## src/rtl/g5ds_pkg.sv

```systemverilog
// ----------------------------------------------------------------------------
// g5ds_pkg
// Shared types, constants and kernel table for the 5x5 Gaussian
// downsample-by-four block.
// ----------------------------------------------------------------------------
package g5ds_pkg;

    localparam int PIX_W         = 16;
    localparam int WIDTH_REG_W   = 13;
    localparam int HEIGHT_REG_W  = 15;
    localparam int CFG_DATA_W    = 15;
    localparam int CFG_IDX_W     = 1;
    localparam int ROW_W         = 14;
    localparam int MAX_WIDTH_DEF = 4096;
    localparam int MAX_HEIGHT    = 16384;
    localparam int KSIZE         = 5;
    localparam int STORE_ROWS    = 4;
    localparam int SLOT_W        = 2;
    localparam int PSUM_W        = 22;
    localparam int SUM_W         = 24;

    // floor(x / 159) == (x * ceil(2^31 / 159)) >> 31 for every x below 2^24
    localparam int                RECIP_SHIFT = 31;
    localparam logic [SUM_W-1:0]  RECIP_MUL   = 24'd13506187;

    localparam int OUT_FIFO_DEPTH = 8;
    localparam int PIPE_STAGES    = 5;

    localparam logic [WIDTH_REG_W-1:0]  WIDTH_RESET  = 13'd4096;
    localparam logic [HEIGHT_REG_W-1:0] HEIGHT_RESET = 15'd4;

    typedef enum logic [CFG_IDX_W-1:0] {
        REG_IMAGE_WIDTH  = 1'b0,
        REG_IMAGE_HEIGHT = 1'b1
    } cfg_reg_t;

    typedef logic [PIX_W-1:0]        pix_t;
    typedef pix_t [KSIZE-1:0]        pix_col_t;
    typedef pix_t [STORE_ROWS-1:0]   store_col_t;
    typedef logic [3:0]              coef_t;

    // kernel indexed [row][column]
    localparam coef_t KERN [KSIZE][KSIZE] = '{
        '{4'd2, 4'd4,  4'd5,  4'd4,  4'd2},
        '{4'd4, 4'd9,  4'd12, 4'd9,  4'd4},
        '{4'd5, 4'd12, 4'd15, 4'd12, 4'd5},
        '{4'd4, 4'd9,  4'd12, 4'd9,  4'd4},
        '{4'd2, 4'd4,  4'd5,  4'd4,  4'd2}
    };

    typedef struct packed {
        logic [PIX_W-1:0] pixel;
        logic             frame_start;
    } in_item_t;

    typedef struct packed {
        logic [PIX_W-1:0] filtered;
        logic             row_end;
        logic             frame_end;
    } out_item_t;

    typedef struct packed {
        logic emit;
        logic vclamp;
        logic hclamp;
        logic row_end;
        logic frame_end;
    } item_ctrl_t;

    typedef struct packed {
        logic shift;
        logic use_alt;
        logic vclamp;
    } cell_ctrl_t;

endpackage

```

## src/rtl/g5ds_cell.sv

```systemverilog
// ----------------------------------------------------------------------------
// g5ds_cell
// One window column: holds five pixels, takes its neighbor's column on a
// shift and forms the column's weighted partial sum.
// ----------------------------------------------------------------------------
module g5ds_cell
    import g5ds_pkg::*;
#(
    parameter int COL = 0
) (
    input  logic              aclk,
    input  logic              aresetn,
    input  cell_ctrl_t        ctrl,
    input  pix_col_t          col_in,
    input  pix_col_t          alt_col,
    output pix_col_t          col_out,
    output logic [PSUM_W-1:0] psum
);

    pix_col_t          col_reg;
    pix_col_t          col_next;
    pix_col_t          src;
    logic [PSUM_W-1:0] psum_reg;
    logic [PSUM_W-1:0] psum_next;

    always_comb begin
        col_next = ctrl.shift ? col_in : col_reg;
    end

    // left edge: borrow the center column; top edge: repeat row zero upward
    always_comb begin
        src = ctrl.use_alt ? alt_col : col_reg;
        if (ctrl.vclamp) begin
            src[0] = src[2];
            src[1] = src[2];
        end
        psum_next = '0;
        for (int i = 0; i < KSIZE; i++) begin
            psum_next = psum_next + PSUM_W'(src[i]) * PSUM_W'(KERN[i][COL]);
        end
    end

    always_ff @(posedge aclk) begin
        if (!aresetn) begin
            col_reg <= '0;
        end else begin
            col_reg <= col_next;
        end
    end

    always_ff @(posedge aclk) begin
        psum_reg <= psum_next;
    end

    assign col_out = col_reg;
    assign psum    = psum_reg;

endmodule

```

## config.mk

```make
export PLATFORM = sky130hd
export DESIGN_NAME = g5ds_cell
export DESIGN_NICKNAME = d
export VERILOG_FILES = /design/src/rtl/g5ds_pkg.sv /design/src/rtl/g5ds_cell.sv
export SDC_FILE = /design/constraint.sdc
export NUM_CORES = 1
export LEC_CHECK = 0
export BUFFER_PORTS_ARGS = -buffer_cell sky130_fd_sc_hd__clkbuf_2
export CAP_MARGIN = 10
export CORE_MARGIN = 2
export CORE_UTILIZATION = 46
export CTS_CLUSTER_DIAMETER = 60
export CTS_CLUSTER_SIZE = 14
export DETAILED_ROUTE_END_ITERATION = 8
export GPL_TIMING_DRIVEN = 0
export PLACE_DENSITY_LB_ADDON = 0.15
export SYNTH_ARGS = -nofsm -noshare
export SYNTH_HDL_FRONTEND = slang
export SYNTH_SLANG_ARGS = --single-unit
export TNS_END_PERCENT = 1
```

## constraint.sdc

```tcl
create_clock -name aclk -period 5.6 [get_ports aclk]
set_input_delay 0.84 -clock aclk [delete_from_list [all_inputs] [get_ports aclk]]
set_output_delay 0.84 -clock aclk [all_outputs]
set_load 0.02 [all_outputs]
```

# Yosys cells after proc, flatten, opt, wreduce, memory -nomap -nowiden
# Cells that the tools add are included.
dict set report word_totals {
  reg_bits 102
  word_cells 13
}
dict set report classes {
  addsub 4
  mul 1
  n_mux 2
}
# operator n
set ops {}
lappend ops {{80-bit two-way mux} 1}
lappend ops {{32-bit two-way mux} 1}
lappend ops {{21-bit by 17-bit adder with 22-bit output} 1}
lappend ops {{20-bit by 18-bit adder with 21-bit output} 1}
lappend ops {{19-bit by 19-bit adder with 20-bit output} 1}
lappend ops {{17-bit by 18-bit adder with 19-bit output} 1}
lappend ops {{16-bit by 3-bit multiplier with 19-bit output, second input constant} 1}

# Longest topological paths before layout
# Gate-level depths: netlist (run 1).
dict set report depth {
  ltp_word 6
  ltp_mapped 21
  ltp_nobuf 17
}

# Worst setup path before layout (run 1)
# Ideal clock, no wire load.
dict set report synth_timing {
  kind {input-to-reg}
  from {in ctrl[1] (netlist bit)}
  to {reg psum_reg[15] (netlist: psum[15])}
  setup_ps 123
  t_arrival_ps 5460
  t_required_ps 5477
  setup_slack_ps 17
  path_stages 17
  n_path_buf 4
  cell_sequence {buf_2 buf_2 buf_4 buf_2 mux2i_1 fa_1 fa_1 inv_1 fa_1 fa_1 ha_1 fa_1 a211oi_1 o211ai_1 a41oi_1 o21ai_1 xor2_1}
}
dict set report synth_via {
  elab_chain_cells 6
}
# element line
set synth_rtl {}
lappend synth_rtl {{from (decl)} g5ds_cell.sv:13} ;# input cell_ctrl_t ctrl,
lappend synth_rtl {{80-bit two-way mux *} g5ds_cell.sv:32} ;# src = ctrl.use_alt ? alt_col : col_reg;
lappend synth_rtl {{parallel branches: the longest is 4 deep, another holds 20-bit by 18-bit adder with 21-bit output} -}
lappend synth_rtl {{21-bit by 17-bit adder with 22-bit output *} g5ds_cell.sv:39} ;# psum_next = psum_next + PSUM_W'(src[i]) * PSUM_W'(KERN[i][COL]);
lappend synth_rtl {{named net psum_next[15]} g5ds_cell.sv:24} ;# logic [PSUM_W-1:0] psum_next;
lappend synth_rtl {{to (signal assigned)} g5ds_cell.sv:52} ;# psum_reg <= psum_next;
lappend synth_rtl {{to (decl)} g5ds_cell.sv:23} ;# logic [PSUM_W-1:0] psum_reg;
# Mark *: on every way through the listed nets, which the timed path passes.
# A chain may end at the register's enable or synchronous reset.

# Worst setup path in the final report (run 1)
dict set report layout_timing {
  from {in ctrl[1] (netlist bit)}
  to {reg psum_reg[20] (netlist: psum[20])}
}
# Same word-level chain as after synthesis.

==> out/qor.yml, run 1 <==
status: "completed"
syn_avg_cell_area_um2: 10.2
drc: 0
cp-start-kind: "primary input"
finalCritPeriodShare_pct: 96.3
power_switching_mw: 1.97
leakage_nw: 4.88
fin_crit_ns: 5.40
vdd_drop_max_mv: 0.292
netlist.area_leader.share_pct: 27.6
syn_area_um2: 7320
synth_nets: 986
postRouteAntennaNets: 0
r2r.worst_path.cells: 16
yosysTopAreaCell: "dfxtp_1"
clkPwrFrac_pct: 14.3
netlist_top_cells_area: "dfxtp_1 (28%), fa_1 (17%), mux2i_1 (17%)"
ys.flop_type: "dfxtp_1"
drt-wirelength-per-cell_um: 16.9
skew_ns: 0.00794
htreeDepth: 3
dp_hpwl_um: 17000
nets: 1260
io_pins: 267
grt_pass1_vias: 6003
tightest_slew_ns: 0.722
critPathMaxFanout: 10
yosysUniqueCellTypes: 43
min_delay_path_depth: 2
endpoint_kind: "flop"
combPwrFrac_pct: 64.6
cts_tree: "built"
synth_common_cells: "mux2i_1 (121), dfxtp_1 (101), inv_1 (100), nor2b_1 (81), fa_1 (62)"
ys_seq_area_share_pct: 27.6
place_congestion: 0.878
port_buffers: 262
synth_most_common_cell: "mux2i_1"
antenna_found_initial: 0
p_int_mw: 2.32
numCtsBuffers: 9
hold_start: "col_out[78]"
swShare_pct: 45.9
critPathRequiredTime_ns: 5.86
layout-drive-gt1-share_pct: 35.3
ys_async_sr_fraction_pct: 0
ys_seq_elements: 101
rows: 46
routed_via_density: 4.90
start_util_pct: 46.6
maxCapViolCount: 0
cts_hold_buf: 0
r2r_start: "col_out[44]"
areaGrowthSynthToFinish_pct: 26.6
clk_pin_slew_ns: 0.07
dieArea_um2: 16900
synth_edf_count: 0
clk_latency_ns: 0.36
gr-total-overflow: 0
clkSinkCount: 101
p_seq_share_pct: 21.1
worst_slack_ns: 0.204
grt_max_degree: 19
r2r_setup_slack_ns: 0.80
final_hold_viol_count: 0
dr.pass1.iters: 4
grt_usage_pct: 24.4
fmax_mhz: 185
core_region_area_um2: 15700
yosysWarningCount: 0
critical_path_class: "in -> reg"
cts_buffer_depth: 2
power_density_nw_per_um2: 463
drtIter0Drc: 168
maxSlewHeadroom_pct: 51.8
drt-total-wl_um: 20500
place_ws_ns: -0.776
cts-root-buf: "clkbuf_16"
vias: 5944
die_w_um: 130
die_y_um: 130
largest_reg_flops: 80
grt_pass1_wl_um: 30700
critPathArrivalTime_ns: 5.66
antennaDiodeCount: 0
hold_class: "reg -> reg"
cp-startpoint: "ctrl[1]"
slew_violations: 0
rsz0062_at_grt: "no"
hold-worst-slack_ns: 0.534
synthCells: 719
setup_viol: 0
-- repair_timing --
action | CTS | global route
hold endpoints to repair | 0 | 0
endpoints found under the setup margin | 8 | 7
resized for setup | 11 | 18
pin swaps | 0 | 1
buffers inserted | 0 | 1
-- worst max-delay path, cell delays in order --
cell       delay, ns
clkbuf_4        0.18
buf_8           0.18
buf_6           0.19
buf_8           0.19
mux2i_1         0.23
a21oi_1         0.11
fa_1            0.52
fa_1            0.53
fa_1            0.51
inv_1           0.05
fa_1            0.47
inv_1           0.06
ha_1            0.28
a21o_1          0.14
nand4_2         0.14
a2111oi_2       0.42
and4bb_1        0.31
o41ai_2         0.27
-- cells by family (layout without fill, tap and decap cells) --
family / count (synthesis) / after routing / share of synthesized area [%]
muxes: 161 / 161 / 22.7
buffers and inverters: 136 / 415 / 7.58
and+or+nand+nor: 128 / 128 / 10.4
adders and majority gates: 102 / 102 / 23.8
DFF: 101 / 101 / 27.6
AOI/OAI and AO/OA: 77 / 77 / 6.37
xor gates and xnor gates: 13 / 13 / 1.55
other: 1 / 1 / 0.0512
-- power groups by stage --
stage          registers [mW]  logic (mW)  clock network [mW]
5_1_grt                 0.919        3.14               0.657
2_1_floorplan            1.05        1.93                   0
3_3_place_gp            0.925        2.69                   0
4_1_cts                 0.909        2.76               0.628
3_5_place_dp            0.926        2.72                   0
6_report                0.907        2.77               0.614
-- metal layers --
metal,vias up,GRT usage (%),part of all wire (%)
met3,27,6.07,7.6
met1,2785,28.2,41
met5,-,0,0
met4,0,8.86,2.1
li1,2917,-,-
met2,215,43.8,50
-- path summary, 6_finish.rpt --
check | endpoint
setup / recovery | psum[20]
hold / removal | col_out[78]
setup reg to reg | psum[20]
hold reg to reg | col_out[78]
-- placed cells by master, fill, tap and decap left out, types with 2 or more instances in the layout --
| master | instances |
|---|---|
| buf_4 | 4 |
| and3_1 | 2 |
| buf_6 | 4 |
| nor2_1 | 13 |
| clkbuf_16 | 9 |
| o21ai_0 | 16 |
| mux2_2 | 33 |
| clkbuf_2 | 265 |
| a211oi_1 | 2 |
| a311oi_1 | 3 |
| nor2b_1 | 81 |
| or2_2 | 4 |
| xor2_1 | 4 |
| a21o_1 | 4 |
| nand3_1 | 3 |
| inv_8 | 2 |
| xnor2_1 | 9 |
| nand2_1 | 11 |
| dfxtp_1 | 101 |
| ha_1 | 39 |
| clkbuf_1 | 11 |
| nand4_1 | 4 |
| or2_1 | 3 |
| buf_8 | 2 |
| mux2_1 | 7 |
| clkinv_4 | 3 |
| a21oi_1 | 33 |
| buf_2 | 12 |
| clkbuf_4 | 2 |
| nand4_2 | 2 |
| fa_1 | 62 |
| inv_1 | 100 |
| o21ai_1 | 6 |
| o211ai_1 | 3 |
| mux2i_1 | 119 |
| o21bai_1 | 2 |
-- cell type report --
type                            count  area (um^2)
Buffer                             36          225
Clock buffer                       10          229
Clock inverter                      6         56.3
Fill cell                        1458         6440
Inverter                          100          375
Multi-Input combinational cell    482         4780
Sequential cell                   101         2020
Tap cell                          216          270
Timing Repair Buffer              263         1320
-- per-stage QoR --
stage	instances	TNS [ns]	power [mW]	util (%)	cell area [um^2]
finish	1214	0	4.29	59.0	9280
detailed placement	1197	-5.34	3.65	56.7	8910
global route	1214	0	4.71	59.0	9280
floorplan	719	0	2.98	-	7320
CTS	1213	0	4.30	58.7	9230
global placement	1197	-5.36	3.61	56.7	8910
Note: power is estimated with default switching activity, not from simulation.
==> run 2, diff against run 1 <==
--- a/config.mk
+++ b/config.mk
@@ -5,13 +5,13 @@
 export SDC_FILE = /design/constraint.sdc
 export NUM_CORES = 1
 export LEC_CHECK = 0
-export BUFFER_PORTS_ARGS = -buffer_cell sky130_fd_sc_hd__clkbuf_2
 export CAP_MARGIN = 10
 export CORE_MARGIN = 2
-export CORE_UTILIZATION = 46
+export CORE_UTILIZATION = 59
 export CTS_CLUSTER_DIAMETER = 60
 export CTS_CLUSTER_SIZE = 14
 export DETAILED_ROUTE_END_ITERATION = 8
+export DONT_BUFFER_PORTS = 1
 export GPL_TIMING_DRIVEN = 0
 export PLACE_DENSITY_LB_ADDON = 0.15
 export SYNTH_ARGS = -nofsm -noshare
==> out/qor.yml, run 2 (synthesized netlist as in run 1, its figures left out) <==
final_common_cell: "mux2i_1"  # was clkbuf_2
vias: 5103  # was 5944
critPathRequiredTime_ns: 5.86  # about the same
gr-total-overflow: 0  # unchanged
grt_pass1_vias: 5416  # was 6003
slowest_delay_ns: 0.52  # was 0.53 ns
r2r.worst_path.cells: 16  # unchanged
hold_class: "reg -> reg"  # unchanged
postRouteAntennaNets: 0  # unchanged
maxSlewHeadroom_pct: 59.3  # was 51.8%
largest_reg_flops: 80  # unchanged
worstPathCellList: "buf_2 -> buf_8 -> buf_6 -> buf_8 -> mux2i_1 -> a21oi_1 -> fa_1 -> fa_1 -> fa_1 -> inv_1 -> fa_1 -> inv_1 -> ha_1 -> a21o_1 -> nand4_2 -> a2111oi_2 -> and4bb_1 -> o41ai_2"  # was clkbuf_4 -> buf_8 -> buf_6 -> buf_8 -> mux2i_1 -> a21oi_1 -> fa_1 -> fa_1 -> fa_1 -> inv_1 -> fa_1 -> inv_1 -> ha_1 -> a21o_1 -> nand4_2 -> a2111oi_2 -> and4bb_1 -> o41ai_2
numCtsBuffers: 9  # unchanged
r2r_setup_slack_ns: 0.74  # was 0.80 ns
cp-start-kind: "primary input"  # unchanged
leakage_nw: 3.76  # was 4.88 nW
crit_buf_inv: 6  # unchanged
core_region_area_um2: 12100  # was 15700 um^2
power_density_nw_per_um2: 529  # was 463 nW/um^2
die_w_um: 115  # was 130 um
drt-wirelength-per-cell_um: 21.2  # was 16.9 um
min_delay_path_depth: 2  # unchanged
power_switching_mw: 1.92  # was 1.97 mW
critical_path_class: "in -> reg"  # unchanged
antenna_found_initial: 1  # was 0
rr_endpoint: "psum[20]"  # unchanged
status: "completed"  # unchanged
drc: 0  # unchanged
critPathMaxFanout: 10  # unchanged
hold-worst-slack_ns: 0.629  # was 0.534 ns
hold_start: "col_out[44]"  # was col_out[78]
dp_hpwl_um: 15800  # was 17000 um
p_int_mw: 2.29  # was 2.32 mW
grt_pass1_wl_um: 29200  # was 30700 um
routed_via_density: 5.64  # was 4.90
maxCapViolCount: 0  # unchanged
clk_pin_slew_ns: 0.06  # was 0.07 ns
rsz0062_at_grt: "yes"  # was no
tightest_slew_ns: 0.611  # was 0.722 ns
nets: 997  # was 1260
place_congestion: 0.906  # was 0.878
dr.pass1.iters: 4  # unchanged
areaGrowthSynthToFinish_pct: 8.47  # was 26.6%
layout_common_cells: "mux2i_1 (115), dfxtp_1 (101), inv_1 (100), nor2b_1 (81), fa_1 (62)"  # was clkbuf_2 (265), mux2i_1 (119), dfxtp_1 (101), inv_1 (100), nor2b_1 (81)
cts_hold_buf: 0  # unchanged
worst_slack_ns: 0.203  # was 0.204 ns
finalCritPeriodShare_pct: 96.4  # was 96.3%
io_pins: 267  # unchanged
port_buffers: 0  # was 262
combPwrFrac_pct: 59.2  # was 64.6%
skew_ns: 0.00711  # was 0.00794 ns
fmax_mhz: 185  # about the same
cts_buffer_depth: 2  # unchanged
clkPwrFrac_pct: 15.7  # was 14.3%
setup_viol: 0  # unchanged
drt-total-wl_um: 19200  # was 20500 um
drtIter0Drc: 240  # was 168
place_ws_ns: -0.671  # was -0.776 ns
rows: 40  # was 46
endpoint_kind: "flop"  # unchanged
final_hold_viol_count: 0  # unchanged
grt_max_degree: 16  # was 19
layout-drive-gt1-share_pct: 12.8  # was 35.3%
grt_usage_pct: 29.5  # was 24.4%
htreeDepth: 3  # unchanged
post_cts_buffers: 0  # unchanged
fin_area_um2: 7950  # was 9280 um^2
critPathTopFamily: "adder cells"  # unchanged
dieArea_um2: 13300  # was 16900 um^2
start_util_pct: 60.7  # was 46.6%
cts-root-buf: "clkbuf_16"  # unchanged
fin_crit_ns: 5.40  # about the same
whs_endpoint: "col_out[44]"  # was col_out[78]
crit_top_cell: "fa_1"  # unchanged
critPathArrivalTime_ns: 5.66  # about the same
vdd_drop_max_mv: 0.258  # was 0.292 mV
slew_violations: 0  # unchanged
die_y_um: 115  # was 130 um
clkSinkCount: 101  # unchanged
r2r_start: "col_out[45]"  # was col_out[44]
swShare_pct: 45.6  # was 45.9%
worst_path_max_delay_cell: "fa_1"  # unchanged
clk_latency_ns: 0.36  # about the same
p_seq_share_pct: 25.1  # was 21.1%
post_dp_cell_area_um2: 7530  # was 8910 um^2
cts_tree: "built"  # unchanged
## run 2: layout make-up
cell class | instances | area (um^2)
well taps | 168 | 210
fillers | 975 | 4120
diodes | 1 | 2.50
clock inverters | 4 | 45.0
flip-flops and latches | 101 | 2020
inverters | 100 | 375
clock buffers | 12 | 267
multi-input cells | 482 | 4800
plain buffers | 36 | 224
## run 2: power groups by stage
stage	combinational, mW	sequential, mW	clock [mW]
after floorplan	1.93	1.05	0
after global placement	2.30	1.07	0
after detailed placement	2.39	1.07	0
after CTS	2.42	1.06	0.663
after global routing	2.82	1.07	0.692
final	2.49	1.06	0.659
## run 2: per-stage QoR
step | utilization [%] | std cells | power (mW) | setup TNS (ns)
2_1_floorplan | - | 719 | 2.98 | 0
3_3_place_gp | 62.5 | 887 | 3.37 | -4.18
3_5_place_dp | 62.5 | 887 | 3.46 | -4.69
4_1_cts | 65.2 | 903 | 4.14 | -0.0174
5_1_grt | 65.9 | 904 | 4.58 | -0.0188
6_report | 65.9 | 904 | 4.21 | 0
## run 2: worst max-delay path by stage
stage	start	end	slack [ns]	depth (start not counted)
after floorplan	ctrl[1]	psum[15]	0.02	17
after global placement	ctrl[1]	psum[15]	-0.66	17
after detailed placement	ctrl[1]	psum[15]	-0.67	17
after CTS	ctrl[1]	psum[15]	-0.02	19
after global routing	ctrl[1]	psum[20]	-0.02	18
final	ctrl[1]	psum[20]	0.20	18
## run 2: layer usage
| metal | share of wire (%) | track usage (%) | vias up | wire [um] |
|---|---|---|---|---|
| met5 | 0 | 0 | - | 0 |
| met4 | 2.4 | 10.2 | 0 | 466 |
| met3 | 7.0 | 6.69 | 26 | 1340 |
| met2 | 51 | 52.9 | 225 | 9700 |
| met1 | 40 | 34.7 | 2460 | 7690 |
| li1 | - | - | 2392 | - |
## run 2: what timing repair did
action	in CTS	in global routing
hold endpoints to repair	0	0
gates cloned	0	0
endpoints found under the setup margin	8	8
pin swaps	0	1
gates resized for setup	6	22
## run 2: tightest hold or removal path: stages, from the launching register on
cell and delay, ns:
dfxtp_1 0.38, mux2i_1 0.15, nor2b_1 0.05
