[config.mk]
export PLATFORM = sky130hd
export DESIGN_NAME = g5ds_ofifo
export DESIGN_NICKNAME = d
export VERILOG_FILES = /design/src/rtl/g5ds_pkg.sv /design/src/rtl/g5ds_ofifo.sv
export SDC_FILE = /design/constraint.sdc
export NUM_CORES = 1
export LEC_CHECK = 0
export ABC_AREA = 1
export BUFFER_PORTS_ARGS = -buffer_cell sky130_fd_sc_hd__buf_2
export CORE_MARGIN = 2
export CORE_UTILIZATION = 47
export CTS_BUF_LIST = sky130_fd_sc_hd__clkbuf_16
export DETAILED_ROUTE_END_ITERATION = 12
export PLACE_DENSITY = 0.72
export RECOVER_POWER = 25
export SLEW_MARGIN = 25
export SYNTH_ARGS = -nofsm -noshare
export SYNTH_HDL_FRONTEND = slang
export SYNTH_SLANG_ARGS = --single-unit
[constraint.sdc]
create_clock -name aclk -period 3.3 [get_ports aclk]
set_input_delay 0.165 -clock aclk [delete_from_list [all_inputs] [get_ports aclk]]
set_output_delay 0.165 -clock aclk [all_outputs]
set_load 0.05 [all_outputs]
[src/rtl/g5ds_pkg.sv]
// ----------------------------------------------------------------------------
// g5ds_pkg
// Shared types, constants and kernel table for the 5x5 Gaussian
// downsample-by-four block.
// ----------------------------------------------------------------------------
package g5ds_pkg;

    localparam int PIX_W         = 16;
    localparam int WIDTH_REG_W   = 13;
    localparam int HEIGHT_REG_W  = 15;
    localparam int CFG_DATA_W    = 15;
    localparam int CFG_IDX_W     = 1;
    localparam int ROW_W         = 14;
    localparam int MAX_WIDTH_DEF = 4096;
    localparam int MAX_HEIGHT    = 16384;
    localparam int KSIZE         = 5;
    localparam int STORE_ROWS    = 4;
    localparam int SLOT_W        = 2;
    localparam int PSUM_W        = 22;
    localparam int SUM_W         = 24;

    // floor(x / 159) == (x * ceil(2^31 / 159)) >> 31 for every x below 2^24
    localparam int                RECIP_SHIFT = 31;
    localparam logic [SUM_W-1:0]  RECIP_MUL   = 24'd13506187;

    localparam int OUT_FIFO_DEPTH = 8;
    localparam int PIPE_STAGES    = 5;

    localparam logic [WIDTH_REG_W-1:0]  WIDTH_RESET  = 13'd4096;
    localparam logic [HEIGHT_REG_W-1:0] HEIGHT_RESET = 15'd4;

    typedef enum logic [CFG_IDX_W-1:0] {
        REG_IMAGE_WIDTH  = 1'b0,
        REG_IMAGE_HEIGHT = 1'b1
    } cfg_reg_t;

    typedef logic [PIX_W-1:0]        pix_t;
    typedef pix_t [KSIZE-1:0]        pix_col_t;
    typedef pix_t [STORE_ROWS-1:0]   store_col_t;
    typedef logic [3:0]              coef_t;

    // kernel indexed [row][column]
    localparam coef_t KERN [KSIZE][KSIZE] = '{
        '{4'd2, 4'd4,  4'd5,  4'd4,  4'd2},
        '{4'd4, 4'd9,  4'd12, 4'd9,  4'd4},
        '{4'd5, 4'd12, 4'd15, 4'd12, 4'd5},
        '{4'd4, 4'd9,  4'd12, 4'd9,  4'd4},
        '{4'd2, 4'd4,  4'd5,  4'd4,  4'd2}
    };

    typedef struct packed {
        logic [PIX_W-1:0] pixel;
        logic             frame_start;
    } in_item_t;

    typedef struct packed {
        logic [PIX_W-1:0] filtered;
        logic             row_end;
        logic             frame_end;
    } out_item_t;

    typedef struct packed {
        logic emit;
        logic vclamp;
        logic hclamp;
        logic row_end;
        logic frame_end;
    } item_ctrl_t;

    typedef struct packed {
        logic shift;
        logic use_alt;
        logic vclamp;
    } cell_ctrl_t;

endpackage

[src/rtl/g5ds_ofifo.sv]
// ----------------------------------------------------------------------------
// g5ds_ofifo
// Small result queue between the filter pipeline and the output channel.
// ----------------------------------------------------------------------------
module g5ds_ofifo
    import g5ds_pkg::*;
#(
    parameter  int DEPTH = OUT_FIFO_DEPTH,
    localparam int PW    = $clog2(DEPTH),
    localparam int CNT_W = $clog2(DEPTH + 1)
) (
    input  logic             aclk,
    input  logic             aresetn,
    input  logic             wr_en,
    input  out_item_t        wr_data,
    input  logic             rd_ready,
    output logic             rd_valid,
    output out_item_t        rd_data,
    output logic [CNT_W-1:0] count
);

    out_item_t        buf_mem [DEPTH];
    logic [PW-1:0]    wr_ptr_reg;
    logic [PW-1:0]    wr_ptr_next;
    logic [PW-1:0]    rd_ptr_reg;
    logic [PW-1:0]    rd_ptr_next;
    logic [CNT_W-1:0] count_reg;
    logic [CNT_W-1:0] count_next;
    logic             do_rd;

    assign rd_valid = (count_reg != '0);
    assign do_rd    = rd_valid && rd_ready;

    always_comb begin
        wr_ptr_next = wr_ptr_reg;
        rd_ptr_next = rd_ptr_reg;
        count_next  = count_reg;
        if (wr_en) begin
            wr_ptr_next = (wr_ptr_reg == PW'(DEPTH - 1)) ? '0 : PW'(wr_ptr_reg + 1'b1);
        end
        if (do_rd) begin
            rd_ptr_next = (rd_ptr_reg == PW'(DEPTH - 1)) ? '0 : PW'(rd_ptr_reg + 1'b1);
        end
        if (wr_en && !do_rd) begin
            count_next = CNT_W'(count_reg + 1'b1);
        end else if (!wr_en && do_rd) begin
            count_next = CNT_W'(count_reg - 1'b1);
        end
    end

    always_ff @(posedge aclk) begin
        if (!aresetn) begin
            wr_ptr_reg <= '0;
            rd_ptr_reg <= '0;
            count_reg  <= '0;
        end else begin
            wr_ptr_reg <= wr_ptr_next;
            rd_ptr_reg <= rd_ptr_next;
            count_reg  <= count_next;
        end
    end

    always_ff @(posedge aclk) begin
        if (wr_en) begin
            buf_mem[wr_ptr_reg] <= wr_data;
        end
    end

    assign rd_data = buf_mem[rd_ptr_reg];
    assign count   = count_reg;

endmodule

# [Yosys cells after proc, flatten, opt, wreduce, memory -nomap -nowiden]
# Memory sizes are Yosys's and may differ from the RTL's. A register that Yosys moved wholly into a read port is not among the register bits.
# Cells that the tools add are included.
# W data, S select, Z words.
[classes] addsub=4 div=0 n_mul=0 shift=0 n_eq_ne=2 n_mux=8 magnitude_cmp=0 n_bitwise=0 reduce_logical=7
[ops] op="$mux W3" count=4
[ops] op="$mux W4" count=2
[ops] op="$add A3 B1 Y3 const B" count=2
[ops] op="$eq A3 B3 Y1 const B" count=2
[ops] op="$add A4 B1 Y4 const B" count=1
[ops] op="$reduce_bool A4 Y1" count=1
[ops] op="$sub A4 B1 Y4 const B" count=1
[ops] op="$logic_and A1 B1 Y1" count=3
[ops] op="$logic_not A1 Y1" count=2
[ops] op="$mux W1" count=2
[ops] op="$reduce_bool A2 Y1" count=1
[totals] mem_bits_rw=144 latch_bits=0 romBits=0 mem_count=1 output_inout_bits=23 regBits=10
[mem_list] name="buf_mem" depth=8 word_bits=18 read_ports=1 rd_clocked_by_memory_dff=1 wr=1 line_no="g5ds_ofifo.sv:22" rtl="out_item_t buf_mem [DEPTH];"

# [Logic depth before layout (Yosys ltp)]
# Gate-level depths: netlist of the first run.
[depth] ltp_word=5 depth_mapped=13

# [Worst setup path before layout of the first run]
# No wires, ideal clock.
[synth_path] kind="reg-to-reg" start="register count_reg[0], in the netlist count[0]" end="register count_reg[3], in the netlist count[3]" t_required_ns=3.191 period_less_slack_ns=2.715 n_path_buf=0 arrival_ns=2.607 slack_ns=0.585 path_stages_with_launch=12 path_cell_list="dfxtp_1 > inv_1 > nand3_1 > nand2_1 > ha_1 > inv_1 > ha_1 > or2_2 > nand3_1 > nand3_1 > nand2_1 > inv_1"
[synth_between] elab_chain_cells=5 elab_cells_between_ends=10
[synth_lines] element="start: declaration" line_no="g5ds_ofifo.sv:27" rtl="logic [CNT_W-1:0] count_reg;"
[synth_lines] element="start signal: assignment" line_no="g5ds_ofifo.sv:59" rtl="count_reg <= count_next;"
[synth_lines] element="$reduce_bool A4 Y1 *" line_no="g5ds_ofifo.sv:31" rtl="assign rd_valid = (count_reg != '0);"
[synth_lines] element="net rd_valid" line_no="g5ds_ofifo.sv:17" rtl="output logic rd_valid,"
[synth_lines] element="$logic_and A1 B1 Y1 *" line_no="g5ds_ofifo.sv:32" rtl="assign do_rd = rd_valid && rd_ready;"
[synth_lines] element="$logic_not A1 Y1" line_no="g5ds_ofifo.sv:44" rtl="if (wr_en && !do_rd) begin"
[synth_lines] element="$logic_and A1 B1 Y1" line_no="g5ds_ofifo.sv:44"
[synth_lines] element="$mux W4 / $reduce_bool A2 Y1 (equally long branches)"
# Mark *: on every way through the listed nets, which the timed path passes. The rest lies on a longest branch. The select of a mux whose other input is x is not followed.
# A chain may end at the register's enable or synchronous reset.

==> run_results.csv, run 1 <==
group,metric,value,unit
critical_path,path_class,"reg -> out",
logic_synthesis,synthTopCellsByArea,"edfxtp_1 (67%), nor2_1 (9.3%), nand2_1 (6.4%)",
logic_synthesis,ys_types,19,
floorplan,fp.dieH,121,um
global_routing,grt_max_degree,73,
critical_path,crit_path_end_kind,"output pin",
floorplan,die-area,0.0147,mm2
clocking,cts.htree.levels,4,
global_routing,grt_use_total,0.193,
place,dp_slack,1180,ps
place,placed_area,0.00679,mm2
critical_path,critPathMaxFanout,36,
critical_path,regToRegStartpoint,"count[0]",
clocking,clockBufferDepth,2,
route,wirelength,13300,um
sta,setup_tns,0,ps
run,maxCapViolCount,0,
cells_and_area,largest_register_ffs,144,
cells_and_area,area_delta_synth_final,14.3,%
logic_synthesis,synth_top_cell_by_area,"edfxtp_1",
critical_path,reg2reg_depth,11,
sta,rsz0062_at_grt,"false",
route,vias_per_cell,5.21,
sta,setup_ws,776,ps
power,power.leakage,2.81,nW
floorplan,coreArea,0.0133,mm2
hold_path,hp-start,"aresetn",
global_routing,grt_pass1_vias,4114,
clocking,cts_sinks,157,
hold_path,hold_depth,3,
clocking,cts_tree,"built",
floorplan,num_rows,42,
sta,finalHoldViolations,0,
logic_synthesis,yosysSeqAreaShare,0.708,
cells_and_area,nFillCells,1126,
critical_path,startpoint_type,"flip-flop",
route,routedWlPerCell,16.3,um
logic_synthesis,synth_cells,571,
floorplan,io_pins,45,
critical_path,worst_ep_arrival_time,2360,ps
floorplan,initial_core_util,0.485,
place,portBuffers,44,
clocking,cts_setup_buffers,0,
critical_path,critPathRequiredTime,3130,ps
place,place.detailed.hpwl,7680,um
clocking,clk_pin_slew,60,ps
route,first_iter_violations,434,
global_routing,grt_overflow_total,0,
sta,clock_skew,9.47,ps
logic_synthesis,synth_warnings,0,
route,antenna_left,0,
floorplan,die_w,121,um
logic_synthesis,avgSynthCellArea,11.3,um2
cells_and_area,final_common_cell,"nor2_1",
place,place_congestion,0.759,
run_status,outcome,"complete, no violations",
critical_path,reg2reg_to,"count[3]",
sta,fin_crit_sh,0.765,
route,drt_first_pass_iters,4,
clocking,post_cts_resize_count,0,
logic_synthesis,ys_ff_latch,157,
cells_and_area,layout-drive-gt1-share,0.123,
sta,maxSlewViolCount,0,
sta,setup_viol_count_final,0,
hold_path,hold_path.class,"in -> reg",
sta,worstMarginPinSlew,895,ps
route,drc,0,
power,power_density,774,mW/mm2
clocking,cts_buffers,17,
sta,max_freq,396,MHz
clocking,cts_root_buf,"clkbuf_16",
route,vias,4253,
sta,relSlewSlack,0.401,
critical_path,reg2reg_slack,1150,ps
cells_and_area,stdcell_area,0.00740,mm2
cells_and_area,antenna_cells,0,
sta,period_needed,2520,ps
logic_synthesis,syn_nets,601,
power,irDropWorstVdd,0.562,mV
global_routing,antenna_found_initial,0,
global_routing,grt_pass1_wl,20800,um
logic_synthesis,yosysTopAreaCellShare,0.668,
cells_and_area,layout.nets,657,
hold_path,min_to,"wr_ptr_reg[0]",
logic_synthesis,netlist_area,0.00647,mm2
clocking,worstSkewPairLatency,420,ps
cells_and_area,layout_common_cells,"nor2_1 (156), edfxtp_1 (144), nand2_1 (111)",
## layer usage
layer / track usage / vias up / wire [um] / part of all wire
li1: - / 2046 / - / -
met1: 0.252 / 2044 / 5980 / 0.45
met2: 0.299 / 140 / 6320 / 0.48
met3: 0.0555 / 23 / 724 / 0.055
met4: 0.0898 / 0 / 253 / 0.019
met5: 0 / - / 0 / 0
## cell usage after synthesis, drive strengths merged
cell	n
dfxtp	13
ha	7
fa	1
o21ai	76
buf	25
clkinv	1
or2	1
nand2	111
a21oi	8
xor2	1
edfxtp	144
nor2	160
inv	16
nand3	7
## critical path: stages, from the launching register on
cell and delay (ps):
dfxtp_1 780, inv_4 350, nor2_1 210, o21ai_0 100
nand2_1 90, nand2_1 40, nand2_1 100, buf_2 270
## power breakdown
| part | total [mW] | internal (mW) | switching [mW] |
|---|---|---|---|
| sequential | 2.35 | 2.26 | 0.0925 |
| clock | 1.82 | 1.09 | 0.730 |
| combinational | 1.55 | 0.399 | 1.15 |
| total | 5.72 | 3.75 | 1.97 |
## worst max-delay path by stage
stage                     startpoint          end  slack (ps)  cells past startpoint
final                      flip-flop   rd_data[4]         780                      7
after global routing       flip-flop  rd_data[12]         580                      7
after CTS                  flip-flop   rd_data[4]         770                      7
after detailed placement    count[0]     count[3]        1180                     11
after global placement     flip-flop   rd_data[5]        1250                      5
after floorplan             count[0]     count[3]         580                     11
## area by class of cell
type | count | area [um2] | area share
timing repair buffer | 62 | 357 | 0.0482
tap | 176 | 220 | 0.0298
clock buffer | 17 | 425 | 0.0575
clock inverter | 15 | 133 | 0.0179
inverter | 17 | 71.3 | 0.00964
multi-input combinational | 372 | 1610 | 0.217
sequential | 157 | 4590 | 0.620
## repair_timing
action                                  4_1_cts  5_1_grt
endpoints found under the hold margin        45        0
endpoints found under the setup margin        0        0
hold buffers                                  6        0
## metrics by stage
step / utilization / total power [mW] / hold WS [ps] / std cells
after global routing: 0.554 / 6.00 / 21.8 / 816
after detailed placement: 0.509 / 3.93 / 437 / 778
after floorplan: - / 3.65 / 264 / 571
final: 0.554 / 5.72 / 21.5 / 816
after global placement: 0.509 / 3.88 / 432 / 778
after CTS: 0.555 / 5.76 / 1.19 / 816
## cells by family (layout without fill, tap and decap cells)
kind of cell,count (synthesis),count (layout),share of synthesized area
compound gates,84,84,0.0650
xor+xnor,1,1,0.00135
fa+ha+maj,8,8,0.0166
buf+inv,42,111,0.0452
flops,157,157,0.708
simple gates,279,279,0.164
(Power assumes the default switching activity.)
==> run 2: changes to the inputs <==
- clock period: 3.3 -> 2.4 ns (I/O delays scaled with it)
==> run_results.csv, run 2 (synthesis gave the netlist of run 1 again) <==
group,metric,value,unit
run_status,outcome,"complete, no violations",
critical_path,crit_path_end_kind,"output pin",
place,place.detailed.hpwl,7360,um
critical_path,path_class,"reg -> out",
sta,fin_crit_sh,0.929,
global_routing,antenna_found_initial,0,
hold_path,hold_path.class,"in -> reg",
cells_and_area,final_cells,835,
route,drt_first_pass_iters,5,
floorplan,io_pins,45,
critical_path,startpoint_type,"flip-flop",
cells_and_area,layout_common_cells,"nor2_1 (160), edfxtp_1 (144), nand2_1 (111)",
route,antenna_left,0,
route,vias_per_cell,5.14,
cells_and_area,area_delta_synth_final,17.6,%
critical_path,regToRegStartpoint,"count[1]",
power,power_density,1050,mW/mm2
floorplan,die_w,121,um
sta,max_freq,449,MHz
global_routing,grt_pass1_vias,4098,
floorplan,fp.dieH,121,um
sta,setup_tns,0,ps
place,dp_slack,387,ps
critical_path,slowest_stage,"dfxtp_1",
critical_path,critPathRequiredTime,2280,ps
cells_and_area,layout-drive-gt1-share,0.132,
critical_path,reg2reg_slack,360,ps
critical_path,slowest_delay,600,ps
cells_and_area,layout.nets,676,
global_routing,grt_pass1_wl,20900,um
critical_path,worst_ep_arrival_time,2110,ps
global_routing,grt_max_degree,49,
route,wirelength,13300,um
route,vias,4294,
power,power.leakage,2.93,nW
cells_and_area,fin_util,0.570,
floorplan,num_rows,42,
run,maxCapViolCount,0,
global_routing,grt_overflow_total,0,
clocking,cts_buffers,17,
place,portBuffers,44,
clocking,cts_tree,"built",
global_routing,grt_use_total,0.193,
sta,period_needed,2230,ps
sta,maxSlewViolCount,0,
place,place_congestion,0.756,
route,routedWlPerCell,15.9,um
floorplan,initial_core_util,0.485,
clocking,cts.htree.levels,4,
cells_and_area,final_common_cell,"nor2_1",
route,drc,0,
cells_and_area,largest_register_ffs,144,
clocking,cts_sinks,157,
clocking,worstSkewPairLatency,430,ps
sta,clock_skew,5.96,ps
power,irDropWorstVdd,0.807,mV
sta,setup_viol_count_final,0,
critical_path,cp_cell_sequence,"inv_4, nor2_1, o21ai_1, nand2_1, nand2_1, nand2_1, buf_2",
floorplan,die-area,0.0147,mm2
critical_path,cp-endpoint,"rd_data[6]",
critical_path,reg2reg_to,"count[3]",
critical_path,critPathMaxFanout,36,
route,first_iter_violations,402,
critical_path,reg2reg_depth,11,
clocking,clockBufferDepth,2,
clocking,cts_root_buf,"clkbuf_16",
place,dp.cells,782,
sta,setup_ws,171,ps
cells_and_area,antenna_cells,0,
sta,finalHoldViolations,0,
sta,relSlewSlack,0.488,
clocking,post_cts_resize_count,0,
clocking,clk_pin_slew,60,ps
sta,rsz0062_at_grt,"false",
sta,worstMarginPinSlew,764,ps
floorplan,coreArea,0.0133,mm2
critical_path,critPathMostFrequentCell,"nand2_1",
## run 2: cell count changes in the layout (fill, tap and decap cells not counted), moves of 2 or more
cell	delta
buf_4	+3
clkbuf_16	+2
clkinvlp_4	-3
dfxtp_1	-3
dfxtp_2	+3
dlygate4sd3_1	+15
inv_1	-2
inv_4	+5
nor2_1	+4
nor2_2	-4
## run 2: final cells by class
| cell class | count | area, um2 |
|---|---|---|
| fill | 1110 | 5730 |
| sequential | 157 | 4590 |
| multi-input combinational | 372 | 1600 |
| timing repair buffer | 81 | 551 |
| clock buffer | 19 | 475 |
| tap | 176 | 220 |
| clock inverter | 13 | 106 |
| inverter | 17 | 71.3 |
## run 2: per-layer routing
metal / wire (um) / up-vias / track usage
met5: 0 / - / 0
met1: 5590 / 2043 / 0.241
met4: 181 / 0 / 0.0711
li1: - / 2087 / -
met2: 6580 / 143 / 0.315
met3: 904 / 21 / 0.0630
## run 2: worst min path at each step
| stage | to | slack, ps | cells past startpoint | from |
|---|---|---|---|---|
| finish | buf_mem[3][0] | 500 | 2 | wr_data[0] |
| global route | flip-flop | 530 | 2 | rd_ptr_reg[2] |
| CTS | buf_mem[2][1] | 480 | 2 | wr_data[1] |
| floorplan | buf_mem[0][0] | 220 | 0 | wr_data[0] |
| global placement | buf_mem[4][9] | 380 | 1 | wr_data[9] |
| detailed placement | buf_mem[4][9] | 390 | 1 | wr_data[9] |
## run 2: per-stage QoR
stage	area [um2]	power, mW	hold WS, ps
4_1_cts	7630	8.07	476
3_5_place_dp	6830	5.46	386
5_1_grt	7610	8.42	531
6_report	7610	8.03	496
2_1_floorplan	6480	5.03	219
3_3_place_gp	6830	5.39	378
## run 2: what timing repair did
action,4_1_cts,5_1_grt
setup buffers,0,0
hold endpoints to repair,151,0
hold buffers,21,0
## run 2: critical path: cells and delay by family, from the launching register on
family,cells,cell delay [ps]
buf+inv,2,550
simple gates,4,450
flops,1,600
compound gates,1,80
## run 2: power breakdown
group	switching (mW)	leakage, nW	internal [mW]
clock network	1.04	0.298	1.55
logic	1.61	1.21	0.605
registers	0.109	1.42	3.11
total	2.76	2.93	5.26
==> run 3: changes to the inputs <==
- CORE_UTILIZATION: 47 -> 45
- PLACE_DENSITY: 0.72 -> 0.69
==> run_results.csv, run 3 (synthesis gave the netlist of run 1 again) <==
group,metric,value,unit
run_status,outcome,"complete, no violations",
hold_path,hold_path.class,"in -> reg",
clocking,clockBufferDepth,2,
critical_path,slowest_delay,450,ps
sta,max_freq,449,MHz
global_routing,grt_pass1_vias,4037,
critical_path,path_class,"reg -> out",
route,vias_per_cell,5.04,
critical_path,critPathMostFrequentCell,"nand2_1",
sta,fin_crit_sh,0.927,
place,dp.cells,787,
sta,clock_skew,5.13,ps
critical_path,cp_cell_sequence,"buf_4, nor2_1, nor2_1, o21ai_0, nand2_1, nand2_1, nand2_1, buf_2",
sta,maxSlewViolCount,0,
clocking,post_cts_resize_count,0,
place,place_congestion,0.746,
sta,period_needed,2230,ps
route,wirelength,13300,um
sta,relSlewSlack,0.654,
clocking,cts_buffers,17,
global_routing,grt_pass1_wl,20500,um
floorplan,fp.dieH,124,um
route,drt_first_pass_iters,5,
global_routing,grt_use_total,0.184,
cells_and_area,layout-drive-gt1-share,0.134,
clocking,cts_tree,"built",
power,irDropWorstVdd,0.693,mV
critical_path,crit_path_end_kind,"output pin",
critical_path,worst_ep_arrival_time,2110,ps
floorplan,die-area,0.0154,mm2
route,routedWlPerCell,15.9,um
cells_and_area,final_common_cell,"nor2_1",
clocking,cts_root_buf,"clkbuf_16",
sta,setup_tns,0,ps
clocking,cts.htree.levels,4,
critical_path,startpoint_type,"flip-flop",
floorplan,coreArea,0.0140,mm2
critical_path,critPathRequiredTime,2280,ps
sta,rsz0062_at_grt,"false",
critical_path,slowest_stage,"buf_4",
route,antenna_left,0,
clocking,cts_sinks,157,
floorplan,initial_core_util,0.463,
global_routing,antenna_found_initial,0,
sta,worstMarginPinSlew,518,ps
clocking,clk_pin_slew,60,ps
floorplan,io_pins,45,
place,place.detailed.hpwl,7560,um
critical_path,critPathMaxFanout,47,
route,vias,4226,
power,power.leakage,2.87,nW
sta,finalHoldViolations,0,
route,first_iter_violations,442,
cells_and_area,layout_common_cells,"nor2_1 (156), edfxtp_1 (144), nand2_1 (111)",
cells_and_area,final_cells,839,
clocking,worstSkewPairLatency,420,ps
floorplan,die_w,124,um
cells_and_area,largest_register_ffs,144,
cells_and_area,area_delta_synth_final,17.1,%
cells_and_area,layout.nets,676,
run,maxCapViolCount,0,
global_routing,grt_overflow_total,0,
route,drc,0,
cells_and_area,antenna_cells,0,
cells_and_area,nFillCells,1197,
place,portBuffers,44,
power,power_density,1030,mW/mm2
sta,setup_viol_count_final,0,
floorplan,num_rows,43,
global_routing,grt_max_degree,73,
[run 3: layout make-up]
cell class / count / area [um2] / share of cell area
Sequential cell: 157 / 4590 / 0.606
Multi-Input combinational cell: 372 / 1610 / 0.213
Timing Repair Buffer: 81 / 547 / 0.0722
Clock inverter: 15 / 108 / 0.0142
Inverter: 17 / 71.3 / 0.00941
Clock buffer: 17 / 425 / 0.0562
Tap cell: 180 / 225 / 0.0297
[run 3: worst paths after layout]
path / depth (start not counted) / end / startpoint / slack, ps
hold / removal: 3 / flip-flop / rd_ready / 20
hold reg to reg: 2 / flip-flop / rd_ptr_reg[0] / 500
setup reg to reg: 11 / count[3] / count[1] / 400
setup / recovery: 8 / rd_data[14] / flip-flop / 170
[run 3: what timing repair did]
action                    4_1_cts  5_1_grt
hold buffers                   20        0
hold endpoints to repair      148        0
setup buffers                   0        0
[run 3: where the power goes]
group          leakage (nW)  internal (mW)  switching (mW)
Combinational          1.21          0.577            1.62
Sequential             1.42           3.11          0.0746
Clock                 0.245           1.39            1.01
[run 3: routing by layer]
layer | track usage | up-vias | part of all wire
li1 | - | 2087 | -
met1 | 0.233 | 2023 | 0.44
met2 | 0.309 | 106 | 0.49
met3 | 0.0504 | 10 | 0.058
met4 | 0.0618 | 0 | 0.011
met5 | 0 | - | 0
[run 3: stage by stage]
| stage | hold slack [ps] | instance area, um2 | total power [mW] | util | setup slack (ps) |
|---|---|---|---|---|---|
| after floorplan | 219 | 6480 | 5.03 | - | 37.6 |
| after detailed placement | 392 | 6860 | 5.43 | 0.490 | 422 |
| after global routing | 29.9 | 7580 | 8.19 | 0.542 | 54.0 |
| final | 21.3 | 7580 | 7.78 | 0.542 | 175 |
| after global placement | 385 | 6860 | 5.36 | 0.490 | 503 |
| after CTS | 1.26 | 7590 | 7.85 | 0.543 | 165 |
[run 3: critical path, delay by kind of cell (launching register included)]
kind / cells / cell delay (ps)
buffers and inverters: 2 / 700
and+or+nand+nor: 5 / 470
DFF: 1 / 370
AOI/OAI and AO/OA: 1 / 100
